==> src/sv/vadsr_pkg.sv <==
// Package for the voice allocator with ADSR envelopes.
// Holds codes, widths, the voice memory word type and the register defaults.
// No dependencies.
package vadsr_pkg;

  localparam int ENV_W = 25;
  localparam int AGE_W = 32;
  localparam int MAX_VOICES = 64;

  localparam logic [ENV_W-1:0] ONE_Q24 = 25'd16777216;
  localparam logic [ENV_W-1:0] FLOOR_Q24 = 25'd1677;

  localparam logic [ENV_W-1:0] ATTACK_RST = 25'd1024;
  localparam logic [ENV_W-1:0] DECAY_RST = 25'd16;
  localparam logic [ENV_W-1:0] SUSTAIN_RST = 25'd11744051;
  localparam logic [ENV_W-1:0] RECIP_RST = 25'd64;

  localparam int NUM_VOICES_DEF = 16;

  // Input function codes.
  localparam logic [2:0] FN_TICK = 3'd0;
  localparam logic [2:0] FN_NOTE_ON = 3'd1;
  localparam logic [2:0] FN_NOTE_OFF = 3'd2;
  localparam logic [2:0] FN_PEDAL = 3'd3;
  localparam logic [2:0] FN_PANIC = 3'd4;

  // Envelope stage codes.
  localparam logic [2:0] ST_OFF = 3'd0;
  localparam logic [2:0] ST_ATTACK = 3'd1;
  localparam logic [2:0] ST_DECAY = 3'd2;
  localparam logic [2:0] ST_SUSTAIN = 3'd3;
  localparam logic [2:0] ST_RELEASE = 3'd4;

  // Configuration register indexes.
  localparam logic [2:0] REG_ATTACK = 3'd0;
  localparam logic [2:0] REG_DECAY = 3'd1;
  localparam logic [2:0] REG_SUSTAIN = 3'd2;
  localparam logic [2:0] REG_RECIP = 3'd3;

  // One voice as stored in the voice memory.
  typedef struct packed {
    logic             key_down;
    logic [2:0]       stage;
    logic [6:0]       pitch;
    logic [6:0]       velocity;
    logic [ENV_W-1:0] envelope;
    logic [ENV_W-1:0] rel_step;
    logic [AGE_W-1:0] age;
  } voice_t;

endpackage

==> src/sv/vadsr_voice_mem.sv <==
// Voice state memory: one write port, one read port, registered read data.
// Depends on vadsr_pkg for voice_t.
module vadsr_voice_mem import vadsr_pkg::*; #(
  parameter int NUM_VOICES = NUM_VOICES_DEF
) (
  input  logic                          clk,
  input  logic                          we,
  input  logic [$clog2(NUM_VOICES)-1:0] waddr,
  input  voice_t                        wdata,
  input  logic                          re,
  input  logic [$clog2(NUM_VOICES)-1:0] raddr,
  output voice_t                        rdata
);

  voice_t mem [NUM_VOICES];

  // Write port.
  always_ff @(posedge clk) begin
    if (we) begin
      mem[waddr] <= wdata;
    end
  end

  // Read port; data holds while no read is issued.
  always_ff @(posedge clk) begin
    if (re) begin
      rdata <= mem[raddr];
    end
  end

endmodule

==> src/sv/voice_allocator_adsr.sv <==
// Polyphonic voice allocator with ADSR envelopes and sustain pedal.
// A note on with a free voice goes through the allocation state to its word; a tick
// walks all voices, one voice read per cycle unless the result channel stalls.
// Note on with stealing, note off and pedal release first sweep all voices.
// Throughput is one input word at a time, set by the sweep over the voice memory.
// Reset clears active bits, pedal, age counter and registers; memory needs no clear.
module voice_allocator_adsr import vadsr_pkg::*; #(
  parameter int NUM_VOICES = NUM_VOICES_DEF
) (
  input  logic             clk,
  input  logic             rst_n,
  input  logic             in_valid,
  output logic             in_ready,
  input  logic [2:0]       in_func,
  input  logic [6:0]       in_pitch,
  input  logic [6:0]       in_velocity,
  input  logic             in_pedal_down,
  output logic             out_valid,
  input  logic             out_ready,
  output logic [5:0]       out_voice_index,
  output logic             out_active,
  output logic [2:0]       out_stage,
  output logic [ENV_W-1:0] out_envelope,
  output logic [6:0]       out_note,
  output logic [6:0]       out_note_velocity,
  output logic             out_stolen,
  output logic [6:0]       out_released_count,
  output logic             out_last,
  input  logic             cfg_valid,
  output logic             cfg_ready,
  input  logic [2:0]       cfg_index,
  input  logic [ENV_W-1:0] cfg_data
);

  localparam int IDX_W = $clog2(NUM_VOICES);
  localparam int CNT_W = $clog2(NUM_VOICES + 1);

  typedef enum logic [3:0] {
    S_IDLE  = 4'b0001,
    S_SWEEP = 4'b0010,
    S_ALLOC = 4'b0100,
    S_SUM   = 4'b1000
  } state_t;

  state_t state_r, state_nxt;

  logic [ENV_W-1:0] atk_r, dec_r, sus_r, recip_r;
  logic [NUM_VOICES-1:0] active_r, active_nxt;
  logic pedal_r, pedal_nxt;
  logic [AGE_W-1:0] age_r, age_nxt;

  logic [2:0] func_r, func_nxt;
  logic [6:0] pitch_r, pitch_nxt;
  logic [6:0] vel_r, vel_nxt;

  logic [CNT_W-1:0] rd_cnt_r, rd_cnt_nxt;
  logic pv_r, pv_nxt;
  logic [IDX_W-1:0] pidx_r, pidx_nxt;
  logic [6:0] rel_cnt_r, rel_cnt_nxt;

  logic [IDX_W-1:0] pick_r, pick_nxt;
  logic stolen_r, stolen_nxt;
  logic best_rel_r, best_rel_nxt;
  logic [ENV_W-1:0] best_env_r, best_env_nxt;
  logic [AGE_W-1:0] best_age_r, best_age_nxt;

  logic out_valid_r, out_valid_nxt;
  logic [5:0] o_idx_r, o_idx_nxt;
  logic o_act_r, o_act_nxt;
  logic [2:0] o_stg_r, o_stg_nxt;
  logic [ENV_W-1:0] o_env_r, o_env_nxt;
  logic [6:0] o_note_r, o_note_nxt;
  logic [6:0] o_vel_r, o_vel_nxt;
  logic o_stolen_r, o_stolen_nxt;
  logic [6:0] o_rel_r, o_rel_nxt;
  logic o_last_r, o_last_nxt;

  logic mem_we, mem_re;
  logic [IDX_W-1:0] mem_waddr;
  voice_t mem_wdata, mem_rdata;

  logic in_acc, out_free;
  logic any_free;
  logic [IDX_W-1:0] free_idx;
  logic [ENV_W-1:0] sus_eff;
  logic [49:0] prod;
  logic [ENV_W-1:0] rel_step;
  voice_t ent, ent_tick;
  logic tick_keep;
  logic cand_better;
  logic higher_active;

  vadsr_voice_mem #(.NUM_VOICES(NUM_VOICES)) u_mem (
    .clk   (clk),
    .we    (mem_we),
    .waddr (mem_waddr),
    .wdata (mem_wdata),
    .re    (mem_re),
    .raddr (rd_cnt_r[IDX_W-1:0]),
    .rdata (mem_rdata)
  );

  assign in_ready = (state_r == S_IDLE);
  assign in_acc = in_valid && in_ready;
  assign out_free = !out_valid_r || out_ready;
  assign cfg_ready = 1'b1;

  // Configuration registers.
  always_ff @(posedge clk) begin
    if (!rst_n) begin
      atk_r <= ATTACK_RST;
      dec_r <= DECAY_RST;
      sus_r <= SUSTAIN_RST;
      recip_r <= RECIP_RST;
    end else if (cfg_valid) begin
      case (cfg_index)
        REG_ATTACK:  atk_r <= cfg_data;
        REG_DECAY:   dec_r <= cfg_data;
        REG_SUSTAIN: sus_r <= cfg_data;
        REG_RECIP:   recip_r <= cfg_data;
        default: ;
      endcase
    end
  end

  // Lowest free voice.
  always_comb begin
    any_free = 1'b0;
    free_idx = '0;
    for (int i = NUM_VOICES - 1; i >= 0; i--) begin
      if (!active_r[i]) begin
        any_free = 1'b1;
        free_idx = IDX_W'(i);
      end
    end
  end

  assign sus_eff = (sus_r > ONE_Q24) ? ONE_Q24 : sus_r;

  // Release step from the current envelope, never zero.
  assign ent = mem_rdata;
  assign prod = 50'(ent.envelope) * 50'(recip_r);
  assign rel_step = (prod[49:24] == '0) ? ENV_W'(1) : prod[48:24];

  // Envelope advance for one voice on a tick.
  always_comb begin
    logic [ENV_W:0] sum;
    ent_tick = ent;
    tick_keep = 1'b1;
    sum = {1'b0, ent.envelope} + {1'b0, atk_r};
    case (ent.stage)
      ST_ATTACK: begin
        if (sum >= {1'b0, ONE_Q24}) begin
          ent_tick.envelope = ONE_Q24;
          ent_tick.stage = ST_DECAY;
        end else begin
          ent_tick.envelope = sum[ENV_W-1:0];
        end
      end
      ST_DECAY: begin
        if (ent.envelope < dec_r || (ent.envelope - dec_r) <= sus_eff) begin
          ent_tick.envelope = sus_eff;
          ent_tick.stage = ST_SUSTAIN;
        end else begin
          ent_tick.envelope = ent.envelope - dec_r;
        end
      end
      ST_SUSTAIN: ent_tick.envelope = sus_eff;
      ST_RELEASE: begin
        if (ent.envelope < ent.rel_step ||
            (ent.envelope - ent.rel_step) <= FLOOR_Q24) begin
          tick_keep = 1'b0;
        end else begin
          ent_tick.envelope = ent.envelope - ent.rel_step;
        end
      end
      default: tick_keep = 1'b0;
    endcase
  end

  // Steal ordering: release first, then lower envelope, then lower age.
  always_comb begin
    logic vr;
    vr = (ent.stage == ST_RELEASE);
    if (vr != best_rel_r) begin
      cand_better = vr;
    end else if (ent.envelope != best_env_r) begin
      cand_better = ent.envelope < best_env_r;
    end else begin
      cand_better = ent.age < best_age_r;
    end
  end

  assign higher_active = |((active_r >> pidx_r) >> 1);

  // Sequencer.
  always_comb begin
    logic stall;
    logic emit_tick;
    state_nxt = state_r;
    active_nxt = active_r;
    pedal_nxt = pedal_r;
    age_nxt = age_r;
    func_nxt = func_r;
    pitch_nxt = pitch_r;
    vel_nxt = vel_r;
    rd_cnt_nxt = rd_cnt_r;
    pv_nxt = pv_r;
    pidx_nxt = pidx_r;
    rel_cnt_nxt = rel_cnt_r;
    pick_nxt = pick_r;
    stolen_nxt = stolen_r;
    best_rel_nxt = best_rel_r;
    best_env_nxt = best_env_r;
    best_age_nxt = best_age_r;
    out_valid_nxt = out_valid_r && !out_ready;
    o_idx_nxt = o_idx_r;
    o_act_nxt = o_act_r;
    o_stg_nxt = o_stg_r;
    o_env_nxt = o_env_r;
    o_note_nxt = o_note_r;
    o_vel_nxt = o_vel_r;
    o_stolen_nxt = o_stolen_r;
    o_rel_nxt = o_rel_r;
    o_last_nxt = o_last_r;
    mem_we = 1'b0;
    mem_re = 1'b0;
    mem_waddr = pidx_r;
    mem_wdata = ent;
    stall = 1'b0;
    emit_tick = 1'b0;

    case (state_r)
      S_IDLE: begin
        if (in_acc) begin
          func_nxt = in_func;
          pitch_nxt = in_pitch;
          vel_nxt = in_velocity;
          rd_cnt_nxt = '0;
          pv_nxt = 1'b0;
          rel_cnt_nxt = '0;
          stolen_nxt = 1'b0;
          case (in_func)
            FN_TICK: begin
              if (active_r != '0) state_nxt = S_SWEEP;
            end
            FN_NOTE_ON: begin
              if (any_free) begin
                pick_nxt = free_idx;
                state_nxt = S_ALLOC;
              end else begin
                stolen_nxt = 1'b1;
                state_nxt = S_SWEEP;
              end
            end
            FN_NOTE_OFF: state_nxt = S_SWEEP;
            FN_PEDAL: begin
              pedal_nxt = in_pedal_down;
              if (pedal_r != in_pedal_down && !in_pedal_down) begin
                state_nxt = S_SWEEP;
              end else begin
                state_nxt = S_SUM;
              end
            end
            FN_PANIC: begin
              active_nxt = '0;
              pedal_nxt = 1'b0;
              state_nxt = S_SUM;
            end
            default: ;
          endcase
        end
      end

      S_SWEEP: begin
        emit_tick = pv_r && (func_r == FN_TICK) && active_r[pidx_r];
        stall = emit_tick && !out_free;
        if (!stall) begin
          // Process the voice whose word arrived this cycle.
          if (pv_r && active_r[pidx_r]) begin
            case (func_r)
              FN_TICK: begin
                mem_we = 1'b1;
                mem_wdata = ent_tick;
                out_valid_nxt = 1'b1;
                o_idx_nxt = 6'(pidx_r);
                o_act_nxt = tick_keep;
                o_stg_nxt = tick_keep ? ent_tick.stage : ST_OFF;
                o_env_nxt = tick_keep ? ent_tick.envelope : '0;
                o_note_nxt = tick_keep ? ent.pitch : '0;
                o_vel_nxt = tick_keep ? ent.velocity : '0;
                o_stolen_nxt = 1'b0;
                o_rel_nxt = '0;
                o_last_nxt = !higher_active;
                if (!tick_keep) active_nxt[pidx_r] = 1'b0;
              end
              FN_NOTE_ON: begin
                if (pidx_r == '0 || cand_better) begin
                  pick_nxt = pidx_r;
                  best_rel_nxt = (ent.stage == ST_RELEASE);
                  best_env_nxt = ent.envelope;
                  best_age_nxt = ent.age;
                end
              end
              FN_NOTE_OFF: begin
                if (ent.pitch == pitch_r) begin
                  mem_we = 1'b1;
                  mem_wdata.key_down = 1'b0;
                  if (!pedal_r && ent.stage != ST_RELEASE) begin
                    mem_wdata.stage = ST_RELEASE;
                    mem_wdata.rel_step = rel_step;
                    rel_cnt_nxt = rel_cnt_r + 7'd1;
                  end
                end
              end
              default: begin
                // Pedal lifted: release voices whose keys are up.
                if (!ent.key_down && ent.stage != ST_RELEASE) begin
                  mem_we = 1'b1;
                  mem_wdata.stage = ST_RELEASE;
                  mem_wdata.rel_step = rel_step;
                  rel_cnt_nxt = rel_cnt_r + 7'd1;
                end
              end
            endcase
          end
          // Issue the next read, or finish the sweep.
          if (rd_cnt_r != CNT_W'(NUM_VOICES)) begin
            mem_re = 1'b1;
            pv_nxt = 1'b1;
            pidx_nxt = rd_cnt_r[IDX_W-1:0];
            rd_cnt_nxt = rd_cnt_r + CNT_W'(1);
          end else begin
            pv_nxt = 1'b0;
            if (!pv_r) begin
              case (func_r)
                FN_TICK: state_nxt = S_IDLE;
                FN_NOTE_ON: state_nxt = S_ALLOC;
                default: state_nxt = S_SUM;
              endcase
            end
          end
        end
      end

      S_ALLOC: begin
        if (out_free) begin
          mem_we = 1'b1;
          mem_waddr = pick_r;
          mem_wdata.key_down = 1'b1;
          mem_wdata.stage = ST_ATTACK;
          mem_wdata.pitch = pitch_r;
          mem_wdata.velocity = vel_r;
          mem_wdata.envelope = '0;
          mem_wdata.rel_step = '0;
          mem_wdata.age = age_r + AGE_W'(1);
          age_nxt = age_r + AGE_W'(1);
          active_nxt[pick_r] = 1'b1;
          out_valid_nxt = 1'b1;
          o_idx_nxt = 6'(pick_r);
          o_act_nxt = 1'b1;
          o_stg_nxt = ST_ATTACK;
          o_env_nxt = '0;
          o_note_nxt = pitch_r;
          o_vel_nxt = vel_r;
          o_stolen_nxt = stolen_r;
          o_rel_nxt = '0;
          o_last_nxt = 1'b1;
          state_nxt = S_IDLE;
        end
      end

      S_SUM: begin
        if (out_free) begin
          out_valid_nxt = 1'b1;
          o_idx_nxt = '0;
          o_act_nxt = 1'b0;
          o_stg_nxt = ST_OFF;
          o_env_nxt = '0;
          o_note_nxt = (func_r == FN_NOTE_OFF) ? pitch_r : '0;
          o_vel_nxt = '0;
          o_stolen_nxt = 1'b0;
          o_rel_nxt = rel_cnt_r;
          o_last_nxt = 1'b1;
          state_nxt = S_IDLE;
        end
      end

      default: state_nxt = S_IDLE;
    endcase
  end

  // Control registers.
  always_ff @(posedge clk) begin
    if (!rst_n) begin
      state_r <= S_IDLE;
      active_r <= '0;
      pedal_r <= 1'b0;
      age_r <= '0;
      pv_r <= 1'b0;
      rd_cnt_r <= '0;
      out_valid_r <= 1'b0;
    end else begin
      state_r <= state_nxt;
      active_r <= active_nxt;
      pedal_r <= pedal_nxt;
      age_r <= age_nxt;
      pv_r <= pv_nxt;
      rd_cnt_r <= rd_cnt_nxt;
      out_valid_r <= out_valid_nxt;
    end
  end

  // Working and output word registers.
  always_ff @(posedge clk) begin
    func_r <= func_nxt;
    pitch_r <= pitch_nxt;
    vel_r <= vel_nxt;
    pidx_r <= pidx_nxt;
    rel_cnt_r <= rel_cnt_nxt;
    pick_r <= pick_nxt;
    stolen_r <= stolen_nxt;
    best_rel_r <= best_rel_nxt;
    best_env_r <= best_env_nxt;
    best_age_r <= best_age_nxt;
    o_idx_r <= o_idx_nxt;
    o_act_r <= o_act_nxt;
    o_stg_r <= o_stg_nxt;
    o_env_r <= o_env_nxt;
    o_note_r <= o_note_nxt;
    o_vel_r <= o_vel_nxt;
    o_stolen_r <= o_stolen_nxt;
    o_rel_r <= o_rel_nxt;
    o_last_r <= o_last_nxt;
  end

  assign out_valid = out_valid_r;
  assign out_voice_index = o_idx_r;
  assign out_active = o_act_r;
  assign out_stage = o_stg_r;
  assign out_envelope = o_env_r;
  assign out_note = o_note_r;
  assign out_note_velocity = o_vel_r;
  assign out_stolen = o_stolen_r;
  assign out_released_count = o_rel_r;
  assign out_last = o_last_r;

`ifndef SYNTH
  // A voice word is only in flight during a sweep.
  a_pv_in_sweep: assert property (@(posedge clk) disable iff (!rst_n)
    pv_r |-> state_r == S_SWEEP) else $error("voice word outside sweep");

  // Panic frees every voice.
  a_panic_clear: assert property (@(posedge clk) disable iff (!rst_n)
    (in_acc && in_func == FN_PANIC) |=> active_r == '0)
    else $error("panic left a voice active");

  // An allocated voice is active once its word is sent.
  a_alloc_active: assert property (@(posedge clk) disable iff (!rst_n)
    (state_r == S_ALLOC && out_free) |=> active_r[$past(pick_r)])
    else $error("allocated voice not active");
`endif

endmodule

==> config.mk <==
export PLATFORM = sky130hd
export DESIGN_NAME = voice_allocator_adsr
export DESIGN_NICKNAME = d
export VERILOG_FILES = /design/src/sv/vadsr_pkg.sv /design/src/sv/vadsr_voice_mem.sv /design/src/sv/voice_allocator_adsr.sv
export SDC_FILE = /design/constraint.sdc
export NUM_CORES = 2
export LEC_CHECK = 0
export BUFFER_PORTS_ARGS = -buffer_cell sky130_fd_sc_hd__buf_2
export CORE_MARGIN = 5
export CORE_UTILIZATION = 32
export DETAILED_ROUTE_END_ITERATION = 6
export PLACE_DENSITY = 0.53
export SYNTH_ARGS = -nofsm -noshare
export SYNTH_HDL_FRONTEND = slang
export SYNTH_SLANG_ARGS = --single-unit
==> constraint.sdc <==
create_clock -name clk -period 8.6 [get_ports clk]
set_clock_uncertainty 0.15 [all_clocks]
set_input_delay 2.58 -clock clk [delete_from_list [all_inputs] [get_ports clk]]
set_output_delay 2.58 -clock clk [all_outputs]
set_load 0.05 [all_outputs]
==> reports/results.tsv <==
metric	value	unit
outcome	finished clean	
slowest_delay	0.57	ns
drc	0	
route.antenna.remaining_nets	0	
clk_path_buf_depth	4	
async_flop_share	0	%
detailedRoute.firstPassIterationCount	6	
die_w	581.5	um
arrival	8.95	ns
fraction_of_final_layout_cells_sized_beyond_drive_strength_1	17.98	%
gr-usage-all-layers	17.67	%
power-per-cell-area	177.3	nW/um^2
vias_post_dr	62697	
worst_slew_pin_slew	1.296	ns
endpoint_class_of_the_critical_path	register	
grt_start_max_net_pins	131	
clk_lat_worst_skew	0.89	ns
post-route-min-period	8.419	ns
timing.final.setup_violations	0	
clock-root-buffer	clkbuf_16	
startpoint_type	register	
setup_total_negative_slack	0	ns
leakagePower	0.04246	uW
clock.fmax	0.1188	GHz
core-area	324800	sq um
dp_hpwl	196.3	mm
wire_length_of_the_first_global_routing_pass	447.4	mm
worstHoldPathType	reg -> reg	
post-route-period-util	97.89	%
finalWeightedCongestion	0.8848	
postSynthAreaPerCell	14.37	sq um
max_slew_margin	13.60	%
cpMostUsedCell	fa_1	
vdd_ir_drop_max	0.1539	mV
synthesis.instances	7273	
synthDistinctLibCells	101	
timing.critical_path.slowest_stage_cell	or4_4	
wire_per_inst	25.12	um
yosys_most_used_dff	edfxtp_1	
final-hold-violation-count	0	
maxCapViolCount	0	
routed_wire_length	303.7	mm
initial_core_utilization	32.17	%
die_h	581.5	um
ys_seq_elements	2007	
synth.cell_area	104500	sq um
fill_cells	30824	
placement_rows	209	
first_global_vias	64997	
critical_path.max_fanout	16	
postLayoutCoreUtil	36.89	%
clk_pin_slew_worst_paths	0.06	ns
detailed_router_s_first_iteration_violation_count	5321	
share_of_synthesized_area_occupied_by_flip_flops_and_latches	56.14	%
finish.net_count	8514	
grt_antenna_before_repair	25	
area.growth.synth_to_final	14.64	%
cts_hold_repair.buffers	0	
portBuffers	108	
numClockSinks	2007	
cts_tree	done	
synth-edff-count	1847	
routed_via_count_divided_by_cell_count	5.185	
dpl_cell_area	112700	sq um
cts-buffers-inserted	213	
boundaryPins	112	
ys.warnings.count	0	
cts.htree.levels	4	
drv_slew	0	
grt_remaining_overflow	0	
floorplan.die_area	338100	sq um
worst-endpoint-required	9.13	ns
setup.worst_path.class	reg -> reg	
worst_hold_slack	0.3055	ns
design_area	119800	sq um
cells in the final DEF, fill, tap and decap left out, types with 80 or more instances in the layout:
| cell | instances |
|---|---|
| a21oi_1 | 314 |
| and2_1 | 336 |
| buf_2 | 108 |
| buf_4 | 300 |
| clkbuf_16 | 216 |
| dfxtp_1 | 148 |
| edfxtp_1 | 1847 |
| fa_1 | 524 |
| ha_1 | 338 |
| inv_1 | 724 |
| mux4_2 | 503 |
| nand2_1 | 819 |
| nand3_1 | 80 |
| nor2_1 | 185 |
| o21ai_0 | 195 |
per-stage QoR:
stage	std cells	setup slack (ns)	total power [uW]
5_1_grt	12090	-0.1524	22020
3_5_place_dp	11699	-0.02878	12280
4_1_cts	12081	0.02399	21440
3_3_place_gp	11699	-0.02486	12280
6_report	12093	0.1814	21240
2_1_floorplan	7274	-0.2068	11660
cell usage after synthesis, drive strengths merged, types with 68 or more instances:
library cell | instances | area (sq um)
nand3 | 81 | 405.4
a21o | 68 | 510.5
o21ai | 215 | 1095
a21oi | 320 | 1602
nand2 | 825 | 3109
inv | 726 | 2725
ha | 342 | 4279
and2 | 337 | 2108
edfxtp | 1847 | 55460
dfxtp | 160 | 3203
nor2 | 203 | 778.3
xnor2 | 80 | 700.7
fa | 528 | 10570
mux4 | 505 | 11380
clkbuf | 299 | 1122
cell families after synthesis:
family          Yosys count  synth area share [%]
mux                     510                 10.94
flops                  2007                 56.14
buf+inv                1094                 3.991
fa+ha+maj               871                 14.22
other cells               2              0.007187
simple gates           1716                 7.798
xor+xnor                147                 1.232
compound gates          926                 5.669
power by group:
part	internal (uW)	total, uW	leakage, uW	switching (uW)
sequential	10600	10600	0.0179	43.7
clock	5250	9110	0.00332	3850
combinational	584	1510	0.0212	925
worst max-delay path: cells and delay by family, from the launching register on:
family	cells	cell delay (ns)
flops	1	0.52
simple gates	8	2.45
compound gates	3	0.48
xor+xnor	1	0.19
buf+inv	8	0.65
fa+ha+maj	8	3.81
timing repair:
item,CTS,global route
cloned,0,0
setup buffers,0,4
resized for setup,5,41
pin swaps,0,14
endpoints found under the setup margin,16,64
path summary, 6_finish.rpt:
kind                                                start                     endpoint  slack, ns  cells after the start
worst max-delay path            u_mem.rdata[64]$_DFFE_PP_  u_mem.mem[12][32]$_DFFE_PP_       0.18                     28
worst min-delay path               dec_r[23]$_SDFFE_PN0P_       dec_r[23]$_SDFFE_PN0P_       0.31                      2
worst max register to register  u_mem.rdata[64]$_DFFE_PP_  u_mem.mem[12][32]$_DFFE_PP_       0.18                     28
worst min register to register     dec_r[23]$_SDFFE_PN0P_       dec_r[23]$_SDFFE_PN0P_       0.31                      2
final cells by class:
class / count / area, sq um / area share (%)
repair buffers: 470 / 4016 / 3.353
well taps: 4325 / 5411 / 4.517
clock buffers: 265 / 5699 / 4.757
multi-input cells: 4173 / 42110 / 35.15
clock inverters: 117 / 1117 / 0.9327
flip-flops and latches: 2007 / 58690 / 48.99
diodes: 8 / 20.02 / 0.01671
inverters: 728 / 2735 / 2.283
metal layers:
layer  GRT usage [%]  share of wire (%)  vias to the layer above
li1                -                  -                    27175
met1           24.81                 44                    33129
met2           28.62                 47                     2012
met3           2.793                6.2                      375
met4           4.720                2.8                        6
met5               0              0.012                        -
flip-flops by register name (all words and copies together) (netlist names), 5 cells and up:
| signal | cells |
|---|---|
| pitch_r | 7 |
| sus_r | 25 |
| out_released_count | 7 |
| vel_r | 7 |
| active_r | 16 |
| out_note | 7 |
| recip_r | 25 |
| u_mem.rdata | 100 |
| rel_cnt_r | 7 |
| age_r | 32 |
| out_envelope | 25 |
| u_mem.mem | 1600 |
| dec_r | 25 |
| rd_cnt_r | 5 |
| atk_r | 25 |
| best_env_r | 25 |
| best_age_r | 32 |
| out_note_velocity | 7 |
No activity file was read; power rests on OpenSTA's default activity.
